===== src/rtl/array_linked_list_free_stack_top_assert.svh =====
// Assertion macros shared by the list block.
`ifndef ARRAY_LINKED_LIST_FREE_STACK_TOP_ASSERT_SVH
`define ARRAY_LINKED_LIST_FREE_STACK_TOP_ASSERT_SVH

// property checked on every rising clock edge outside reset
`define ALFS_ASSERT(label, prop, msg) \
  label: assert property (@(posedge clk_i) disable iff (!rst_ni) prop) else $error(msg);

// condition that must never hold outside reset
`define ALFS_ASSERT_NEVER(label, cond, msg) \
  label: assert property (@(posedge clk_i) disable iff (!rst_ni) !(cond)) else $error(msg);

`endif


===== src/rtl/alfs_pkg.sv =====
// Types and constants of the linked list block.
package alfs_pkg;

  localparam int REQ_W     = 2;
  localparam int POS_W     = 8;
  localparam int PAYLOAD_W = 64;
  localparam int COUNT_W   = 9;

  localparam logic [REQ_W-1:0] REQ_READ   = 2'd0;
  localparam logic [REQ_W-1:0] REQ_INSERT = 2'd1;
  localparam logic [REQ_W-1:0] REQ_DELETE = 2'd2;

  localparam logic ST_DONE    = 1'b0;
  localparam logic ST_IGNORED = 1'b1;

  typedef enum logic [1:0] {
    OP_NONE   = 2'd0,
    OP_INSERT = 2'd1,
    OP_DELETE = 2'd2
  } alfs_op_e;

  // command broadcast to every cell
  typedef struct packed {
    alfs_op_e               op;
    logic [PAYLOAD_W-1:0]   wdata;
  } alfs_cmd_t;

endpackage


===== src/rtl/alfs_cell.sv =====
// One list cell: holds the entry at its list position and, if HAS_TAP is set, a read-out tap.
module alfs_cell import alfs_pkg::*; #(
  parameter int INDEX   = 0,
  parameter int IDX_W   = 8,
  parameter bit HAS_TAP = 1'b1
) (
  input  logic                 clk_i,
  input  alfs_cmd_t            cmd_i,
  input  logic [IDX_W-1:0]     pos_i,
  input  logic [PAYLOAD_W-1:0] prev_data_i,
  input  logic [PAYLOAD_W-1:0] next_data_i,
  output logic [PAYLOAD_W-1:0] data_o,
  input  logic [POS_W-1:0]     rpos_i,
  input  logic [PAYLOAD_W-1:0] rd_i,
  output logic [PAYLOAD_W-1:0] rd_o
);

  localparam logic [IDX_W-1:0] MY_IDX = IDX_W'(INDEX);

  logic [PAYLOAD_W-1:0] data_d, data_q;

  always_comb begin
    data_d = data_q;
    unique case (cmd_i.op)
      OP_INSERT: begin
        if (MY_IDX > pos_i) begin
          data_d = prev_data_i;
        end else if (MY_IDX == pos_i) begin
          data_d = cmd_i.wdata;
        end
      end
      OP_DELETE: begin
        if (MY_IDX >= pos_i) begin
          data_d = next_data_i;
        end
      end
      OP_NONE: data_d = data_q;
      default: data_d = data_q;
    endcase
  end

  always_ff @(posedge clk_i) begin
    data_q <= data_d;
  end

  assign data_o = data_q;

  if (HAS_TAP) begin : g_tap
    logic [PAYLOAD_W-1:0] rd_q;
    // pick own entry on a hit, else pass the neighbor's value on
    always_ff @(posedge clk_i) begin
      rd_q <= (rpos_i == POS_W'(INDEX)) ? data_q : rd_i;
    end
    assign rd_o = rd_q;
  end else begin : g_no_tap
    assign rd_o = '0;
  end

endmodule


===== config.mk =====
export PLATFORM = sky130hd
export DESIGN_NAME = alfs_cell
export DESIGN_NICKNAME = d
export VERILOG_FILES = /design/src/rtl/array_linked_list_free_stack_top_assert.svh /design/src/rtl/alfs_pkg.sv /design/src/rtl/alfs_cell.sv
export SDC_FILE = /design/constraint.sdc
export NUM_CORES = 1
export LEC_CHECK = 0
export BUFFER_PORTS_ARGS = -buffer_cell sky130_fd_sc_hd__buf_2
export CAP_MARGIN = 15
export CORE_AREA = 4 4 154 156
export CTS_CLUSTER_DIAMETER = 40
export DETAILED_ROUTE_END_ITERATION = 8
export DIE_AREA = 0 0 158 160
export HOLD_SLACK_MARGIN = 0.1
export PLACE_DENSITY = 0.6
export SYNTH_ARGS = -nofsm -noshare
export SYNTH_HDL_FRONTEND = slang
export SYNTH_SLANG_ARGS = --single-unit

===== constraint.sdc =====
create_clock -name clk_i -period 6.4 [get_ports clk_i]
set_clock_uncertainty 0.1 [all_clocks]
set_input_delay 0.96 -clock clk_i [delete_from_list [all_inputs] [get_ports clk_i]]
set_output_delay 0.96 -clock clk_i [all_outputs]
set_load 0.05 [all_outputs]

==> results.txt, run 1 <==
----------------------------------------------------
[Critical path]
  Critical-path top delay cell ... ha_4
  Critical path endpoint category ... flip-flop
  Worst path required time ... ~6.3 ns
  Peak per-stage delay on the critical path ... 0.77 ns
  Crit path from ... cmd_i[64]
  Depth of the worst register-to-register path ... 1
  Worst R2R End ... rd_o[1]
  CP Data Arrival Time ... approximately 2.8 ns
  Element type at the critical path start ... primary input
  Launching point of the worst reg2reg path ... data_o[1]
  Worst Setup EP ... data_o[52]
  Max FO, Critical Path ... 65
  Category of the most critical setup path ... in2reg
  Minimum setup slack among reg-to-reg paths ... between 5 and 6 ns
  Worst-path cell chain ... buf_2 > inv_1 > ha_4 > nor2_1 > a21oi_1 > nor2_4 > buf_4

[Floorplanning]
  Floorplan die area ... between 20000 and 30000 um2
  CORE AREA ... roughly 22000 um2
  I/O pin count ... a little over 400
  Initial core utilization ... between 20% and 30%
  Vert. Die Dim ... 160 um
  Horiz. Die Dim ... around 160 um
  Number of standard-cell rows in the floorplan ... 55

[Timing]
  Fmax ... between 300 and 400 MHz
  Worst Hold Slack ... around 0.39 ns
  Measured slew at the worst slew-check pin ... between 0.9 and 1 ns
  Worst setup slack after layout ... 3.515 ns
  Final number of hold-violating endpoints ... 0
  RSZ-0062 raised after global routing ... false
  Max-slew violation count ... 0
  Final period demand of the worst path ... 2.885 ns
  Worst max-slew margin expressed relative to the limit ... between 30% and 40%
  Setup TNS ... 0 ns
  Final-report setup violation count ... 0
  Tcrit/Tclk final ... 45.08%

[Hold path]
  Count of cells along the worst hold path ... 1
  Worst min-delay path class ... reg2reg

[Synthesis]
  Post-synthesis adder-cell area fraction ... less than 1%
  Multiplexer share of the synthesized area ... about a third
  Synthesized Nets ... 558
  Number of distinct library cell variants in the gate-level netlist after synthesis ... 13
  Share of the synthesized area in compound gates (AO/OA/AOI/OAI) ... less than 1%
  Share of the synthesized area in the top cell type ... 38.09%
  Async S/R FF share, synth ... 0%
  Count of flip-flops with a built-in enable after synthesis ... 64
  Simple-gate share of the synthesized area ... 0.7687%
  Top FF cell, synth ... edfxtp_1
  Largest family of logic cells by synthesized area ... multiplexers
  Top cell type by total area after synthesis ... edfxtp_1
  Avg Cell Area, Syn ... between 15 and 20 um2
  Synth top cells by count ... 68 x mux2_2, 64 x dfxtp_1, 64 x edfxtp_1
  Area of the mapped netlist ... between 5000 and 6000 um2
  Sequential element share of the synthesized area ... approximately 63%
  Most numerous cell in the Yosys netlist ... mux2_2
  Leading post-synthesis cells by cell area ... edfxtp_1 38%, dfxtp_1 25%, mux2_4 18%
  Synth warn ... 0
  Post-synthesis share of cell area spent on xor and xnor gates ... 0%
  Flop and latch count out of synthesis ... 128
  Cells after Synth ... about 280

[Pwr]
  PwrDens ... about 330 nW/um2
  Static Leak ... 3.680 nW
  Peak supply drop ... between 0.0001 and 0.00015 V
  Total power consumption of the routed design ... around 2.5 mW

[Clock network]
  CTS max path bufs ... 2
  TritonCTS clock tree ... yes
  Later-pin clock latency in the skew report ... approximately 0.40 ns
  Clk sinks ... 128
  CTS clk-pin slew, worst paths ... ~0.06 ns
  Hold buffer count at cts ... 0
  Post-CTS setup buffer count ... 0
  Cts repair resizes ... 0
  Cell chosen for the clock root ... clkbuf_16
  H-Tree Depth ... 4
  Number of buffers inserted during clock tree synthesis ... 17

[Place]
  Weighted congestion reported at the end of routability-driven placement ... about 0.76
  Count of buffers inserted at the top-level ports ... approximately 340
  Area post-placement ... ~7000 um2
  Placement Setup Slack ... just over 3 ns
  Cell total after placement ... 893
  Hpwl dp ... 11.62 mm

[GRT]
  Number of global-route vias before repair ... 3886
  M2 GR Usage ... between 20 and 25%
  Total routing resource utilization after global routing ... 11.50%
  Met1 capacity usage during global routing ... between 10% and 20%
  Global-route met3 utilization ... under 10%
  Antenna violations before repair ... 0
  Global-route wire length before repair ... 21.89 mm
  Maximum number of pins on one net before global-route repair ... between 60 and 70
  GRT busiest layer ... met2
  Overflow left after global routing ... 0

[Layout]
  Area of all placed cells without fillers ... between 7000 and 8000 um2
  Growth of design area from synthesis to finish ... 52.14%
  Number of fill cells in the layout ... 2227
  Final std cells w/o fill ... approximately 930
  Share of the core filled with cells ... around a third
  Multi-input combinational cell area ... between 1500 and 2000 um2
  ANT cells ... 0
  Sequential cell area ... around 3200 um2
  Net count, final ... approximately 900
  Fraction of layout instances using a drive strength above 1 ... 78.13%

[Route]
  Residual antenna-violating net count after detailed routing ... 0
  Violation count after the first detailed-routing iteration ... 80
  DRC violations left ... 0
  Total routed wirelength ... 15.25 mm
  Number of vias per cell after detailed routing ... just under 4
  Pre-antenna DRT Iters ... 4
  Vias after detailed routing ... 3625
  Routed wirelength normalized by instance count ... between 15 and 20 um

[Run status]
  Run status ... complete, no violations

[Job]
  # Max-Cap Violations ... 0

----------------------------------------------------
==> sequential cells by signal, indices dropped and copies added, names as in the netlist <==
name	count
rd_o	64
data_o	64
==> final cells by class <==
cell class | count | share of cell area [%]
timing repair buffer | 340 | 22.23
multi-input combinational | 138 | 22.93
tap | 285 | 4.645
clock buffer | 26 | 7.203
clock inverter | 6 | 1.173
inverter | 2 | 0.09778
sequential | 128 | 41.72
==> power by group <==
part	switching (mW)	internal, mW	leakage [nW]
clock network	0.360	0.677	0.312
logic	0.345	0.152	2.22
registers	0.0324	0.947	1.14
==> how the worst min path moves through the flow <==
stage                           to  slack, ns       start
after floorplan           rd_o[10]       0.78  data_o[10]
after global placement    rd_o[52]       0.38  data_o[52]
after detailed placement  rd_o[49]       0.39  data_o[49]
after CTS                 rd_o[41]       0.40  data_o[41]
after global routing      rd_o[49]       0.40  data_o[49]
final                     rd_o[41]       0.39  data_o[41]
==> worst max-delay path, delay by kind of cell <==
family | cells | cell delay, ns
compound gates | 1 | 0.30
fa+ha+maj | 1 | 0.77
buf+inv | 3 | 0.59
simple gates | 2 | 0.16
==> kinds of logic after synthesis <==
| group | Yosys count |
|---|---|
| adder cells (fa/ha/maj) | 2 |
| AND/OR/NAND/NOR | 7 |
| AO/OA/AOI/OAI | 1 |
| buffers and inverters | 15 |
| multiplexers | 128 |
| flip-flops | 128 |
==> routing by layer <==
metal / up-vias / part of all wire [%]
met5: - / 0
met4: 0 / 1.7
met3: 13 / 8.1
met2: 186 / 52
met1: 1689 / 38
li1: 1737 / -
==> cell usage in the layout, fill, tap and decap left out <==
| cell type | instances |
|---|---|
| a21oi_1 | 1 |
| clkinv_4 | 2 |
| nor2_1 | 1 |
| clkbuf_8 | 3 |
| mux2_2 | 68 |
| buf_2 | 338 |
| nor4_1 | 4 |
| nor2_4 | 1 |
| edfxtp_1 | 64 |
| inv_1 | 2 |
| mux2_4 | 60 |
| nand2_4 | 1 |
| buf_4 | 2 |
| ha_4 | 1 |
| dfxtp_1 | 64 |
| clkinvlp_4 | 1 |
| ha_1 | 1 |
| clkbuf_16 | 20 |
| bufinv_16 | 2 |
| clkbuf_1 | 3 |
| clkinv_2 | 1 |
No activity file was read; power rests on OpenSTA's default activity.
==> run 2, diff against run 1 <==
--- a/config.mk
+++ b/config.mk
@@ -5,14 +5,15 @@
 export SDC_FILE = /design/constraint.sdc
 export NUM_CORES = 1
 export LEC_CHECK = 0
+export ABC_AREA = 1
 export BUFFER_PORTS_ARGS = -buffer_cell sky130_fd_sc_hd__buf_2
 export CAP_MARGIN = 15
-export CORE_AREA = 4 4 154 156
+export CORE_AREA = 4 4 153 155
 export CTS_CLUSTER_DIAMETER = 40
 export DETAILED_ROUTE_END_ITERATION = 8
-export DIE_AREA = 0 0 158 160
+export DIE_AREA = 0 0 157 159
 export HOLD_SLACK_MARGIN = 0.1
-export PLACE_DENSITY = 0.6
+export PLACE_DENSITY = 0.62
 export SYNTH_ARGS = -nofsm -noshare
 export SYNTH_HDL_FRONTEND = slang
 export SYNTH_SLANG_ARGS = --single-unit
==> constraint.sdc (replaced) <==
create_clock -name clk_i -period 2.6 [get_ports clk_i]
set_clock_uncertainty 0.1 [all_clocks]
set_input_delay 0.39 -clock clk_i [delete_from_list [all_inputs] [get_ports clk_i]]
set_output_delay 0.39 -clock clk_i [all_outputs]
set_load 0.05 [all_outputs]
==> run 2 against run 1 <==
  * Synthesized cell count is 54% higher
  * Clock power up 130%
  * Register-to-register slack got worse by 3.8 ns
  * Via count increased by 26%
  * Worst setup slack lost 2.5 ns
  * Total power is 140% higher
  * Critical endpoint is now data_o[54]
  * Clock-buffer cell count is 6 lower
  * Die area shrank 1.3%
==> results.txt, run 2 <==
----------------------------------------------------
[Clock network]
  TritonCTS clock tree ... yes
  Number of buffers inserted during clock tree synthesis ... 17 (unchanged)
  CTS clk-pin slew, worst paths ... 0.06 ns (about the same)
  Clk sinks ... 128 (unchanged)
  Cell chosen for the clock root ... clkbuf_16
  Cts repair resizes ... 0 (unchanged)
  Later-pin clock latency in the skew report ... 0.41 ns (about the same)
  H-Tree Depth ... 4 (unchanged)
  CTS max path bufs ... 2 (unchanged)

[Synthesis]
  Largest family of logic cells by synthesized area ... multiplexers
  Synth warn ... 0 (unchanged)
  Simple-gate share of the synthesized area ... 11.24% (+10 points)
  Sequential element share of the synthesized area ... 63.97% (+0.49 points)
  Area of the mapped netlist ... 5007 um2 (-0.77%)
  Top cell type by total area after synthesis ... edfxtp_1
  Share of the synthesized area in the top cell type ... 38.38% (+0.30 points)
  Flop and latch count out of synthesis ... 128 (unchanged)
  Async S/R FF share, synth ... 0% (unchanged)
  Synthesized Nets ... 709 (+27%)
  Synth top cells by count ... 131 x nand2_1, 64 x dfxtp_1, 64 x edfxtp_1, 64 x mux2_2, 64 x o21ai_0
  Share of the synthesized area in compound gates (AO/OA/AOI/OAI) ... 6.397% (+6.3 points)
  Top FF cell, synth ... edfxtp_1
  Post-synthesis share of cell area spent on xor and xnor gates ... 0% (unchanged)
  Cells after Synth ... 432 (+54%)
  Leading post-synthesis cells by cell area ... edfxtp_1 38%, dfxtp_1 26%, mux2_2 14%
  Multiplexer share of the synthesized area ... 14.39% (-19 points)
  Most numerous cell in the Yosys netlist ... nand2_1
  Count of flip-flops with a built-in enable after synthesis ... 64 (unchanged)
  Avg Cell Area, Syn ... 11.59 um2 (-35%)
  Number of distinct library cell variants in the gate-level netlist after synthesis ... 15 (+2)
  Post-synthesis adder-cell area fraction ... 0.4998% (+0.0038 points)

[Critical path]
  Max FO, Critical Path ... 2 (-97%)
  Element type at the critical path start ... flip-flop
  Critical-path top delay cell ... edfxtp_1
  Peak per-stage delay on the critical path ... 0.39 ns (-0.38 ns)
  Critical path endpoint category ... output pin
  Depth of the worst register-to-register path ... 2 (+1)
  Category of the most critical setup path ... reg2out
  Worst-path cell chain ... buf_2
  Number of buffer and inverter stages on the critical path ... 1 (-2)
  Crit-path leading delay family ... flip-flops
  Worst path required time ... 2.11 ns (-4.23 ns)
  Crit. path cell count ... 1 (-6)
  Minimum setup slack among reg-to-reg paths ... 1.73 ns (-3.75 ns)
  CP Data Arrival Time ... 1.08 ns (-1.74 ns)

[Floorplanning]
  Floorplan die area ... 24960 um2 (-1.3%)
  Vert. Die Dim ... 159 um (-0.63%)
  Horiz. Die Dim ... 157 um (-0.63%)
  CORE AREA ... 21820 um2 (-2.4%)
  Number of standard-cell rows in the floorplan ... 54 (-1.8%)
  Initial core utilization ... 22.94% (+0.38 points)
  I/O pin count ... 403 (unchanged)

[Timing]
  Max-slew violation count ... 0 (unchanged)
  Final-report setup violation count ... 0 (unchanged)
  Setup TNS ... 0 ns (unchanged)
  Final period demand of the worst path ... 1.572 ns
  Worst Hold Slack ... 0.1238 ns (-0.2673 ns)
  Measured slew at the worst slew-check pin ... 0.6286 ns (-0.3317 ns)
  RSZ-0062 raised after global routing ... false
  Worst setup slack after layout ... 1.028 ns (-2.486 ns)
  Fmax ... around 640 MHz
  Tcrit/Tclk final ... between 60% and 70%
  Final number of hold-violating endpoints ... 0 (unchanged)
  Worst max-slew margin expressed relative to the limit ... 58.09% (+22 points)

[GRT]
  Antenna violations before repair ... 1 (+1)
  Overflow left after global routing ... 0 (unchanged)
  Maximum number of pins on one net before global-route repair ... 65 (-1.5%)
  Number of global-route vias before repair ... 4788 (+23%)
  Total routing resource utilization after global routing ... 14.04% (+2.5 points)
  Global-route wire length before repair ... 26.70 mm (+22%)

[Route]
  Violation count after the first detailed-routing iteration ... 221 (+180%)
  DRC violations left ... 0 (unchanged)
  Residual antenna-violating net count after detailed routing ... 0 (unchanged)
  Total routed wirelength ... 18.14 mm (+19%)
  Vias after detailed routing ... 4575 (+26%)
  Number of vias per cell after detailed routing ... 4.140 (+5.6%)
  Pre-antenna DRT Iters ... 4 (unchanged)
  Routed wirelength normalized by instance count ... 16.41 um (-0.46%)

[Run status]
  Run status ... complete, no violations

[Place]
  Area post-placement ... 7009 um2 (-0.36%)
  Hpwl dp ... 13.81 mm (+19%)
  Placement Setup Slack ... 0.6726 ns (-2.376 ns)
  Weighted congestion reported at the end of routability-driven placement ... 0.8223 (+7.7%)
  Count of buffers inserted at the top-level ports ... 338 (unchanged)

[Pwr]
  Static Leak ... 3.650 nW (-0.80%)
  Peak supply drop ... 0.0003634 V (+150%)
  Total power consumption of the routed design ... 6.098 mW (+140%)
  PwrDens ... 760.7 nW/um2 (+130%)

[Layout]
  Most common cell after layout, fill and taps aside ... buf_2
  Area of all placed cells without fillers ... 8016 um2 (+4.4%)
  Net count, final ... 1088 (+20%)
  Growth of design area from synthesis to finish ... 60.09%
  Fraction of layout instances using a drive strength above 1 ... 54.37% (-24 points)
  Commonest cells after routing, fill and taps aside ... 338 x buf_2, 130 x nand2_1

[Hold path]
  Worst min-delay path class ... in2reg
  Count of cells along the worst hold path ... 3 (+2)

[Job]
  # Max-Cap Violations ... 0 (unchanged)

----------------------------------------------------
[run 2: kinds of logic (layout without fill, tap and decap cells)]
kind of cell	after synthesis	count (layout)
other cells	0	1
flops	128	128
buf+inv	29	421
mux	64	64
compound gates	64	64
fa+ha+maj	2	2
simple gates	145	145
[run 2: final cells by class]
type,instances,area (um2)
antenna,1,2.502
clock buffer,20,489.2
clock inverter,12,115.1
fill,2189,13810
inverter,2,7.507
multi-input combinational,275,1652
sequential,128,3203
tap,280,350.3
timing repair buffer,387,2197
[run 2: worst paths after layout]
path,start,end
setup / recovery,data_o[54],data_o[54]
setup reg to reg,data_o[54],rd_o[54]
hold / removal,rd_i[1],rd_o[1]
hold reg to reg,data_o[26],rd_o[26]
[run 2: per-layer routing]
layer / track usage, % / vias to the layer above / wire [um] / share of wire (%)
met4: 5.680 / 0 / 397 / 2.2
met3: 3.751 / 30 / 1276 / 7.0
met5: 0 / - / 0 / 0
li1: - / 2238 / - / -
met2: 24.71 / 193 / 9343 / 52
met1: 16.00 / 2114 / 7118 / 39
[run 2: where the power goes]
part | switching (mW) | total [mW] | leakage, nW | internal (mW)
clock | 0.942 | 2.41 | 0.295 | 1.47
sequential | 0.0749 | 2.40 | 1.14 | 2.33
combinational | 0.905 | 1.28 | 2.21 | 0.374
total | 1.92 | 6.10 | 3.65 | 4.18
[run 2: metrics by stage]
stage	cells	util, %
after floorplan	432	-
after global placement	1032	32.12
after detailed placement	1032	32.12
after CTS	1104	36.72
after global routing	1105	36.73
final	1105	36.73
[run 2: what timing repair did]
action	4_1_cts	5_1_grt
hold endpoints to repair	40	0
hold buffers	40	0
setup buffers	0	0
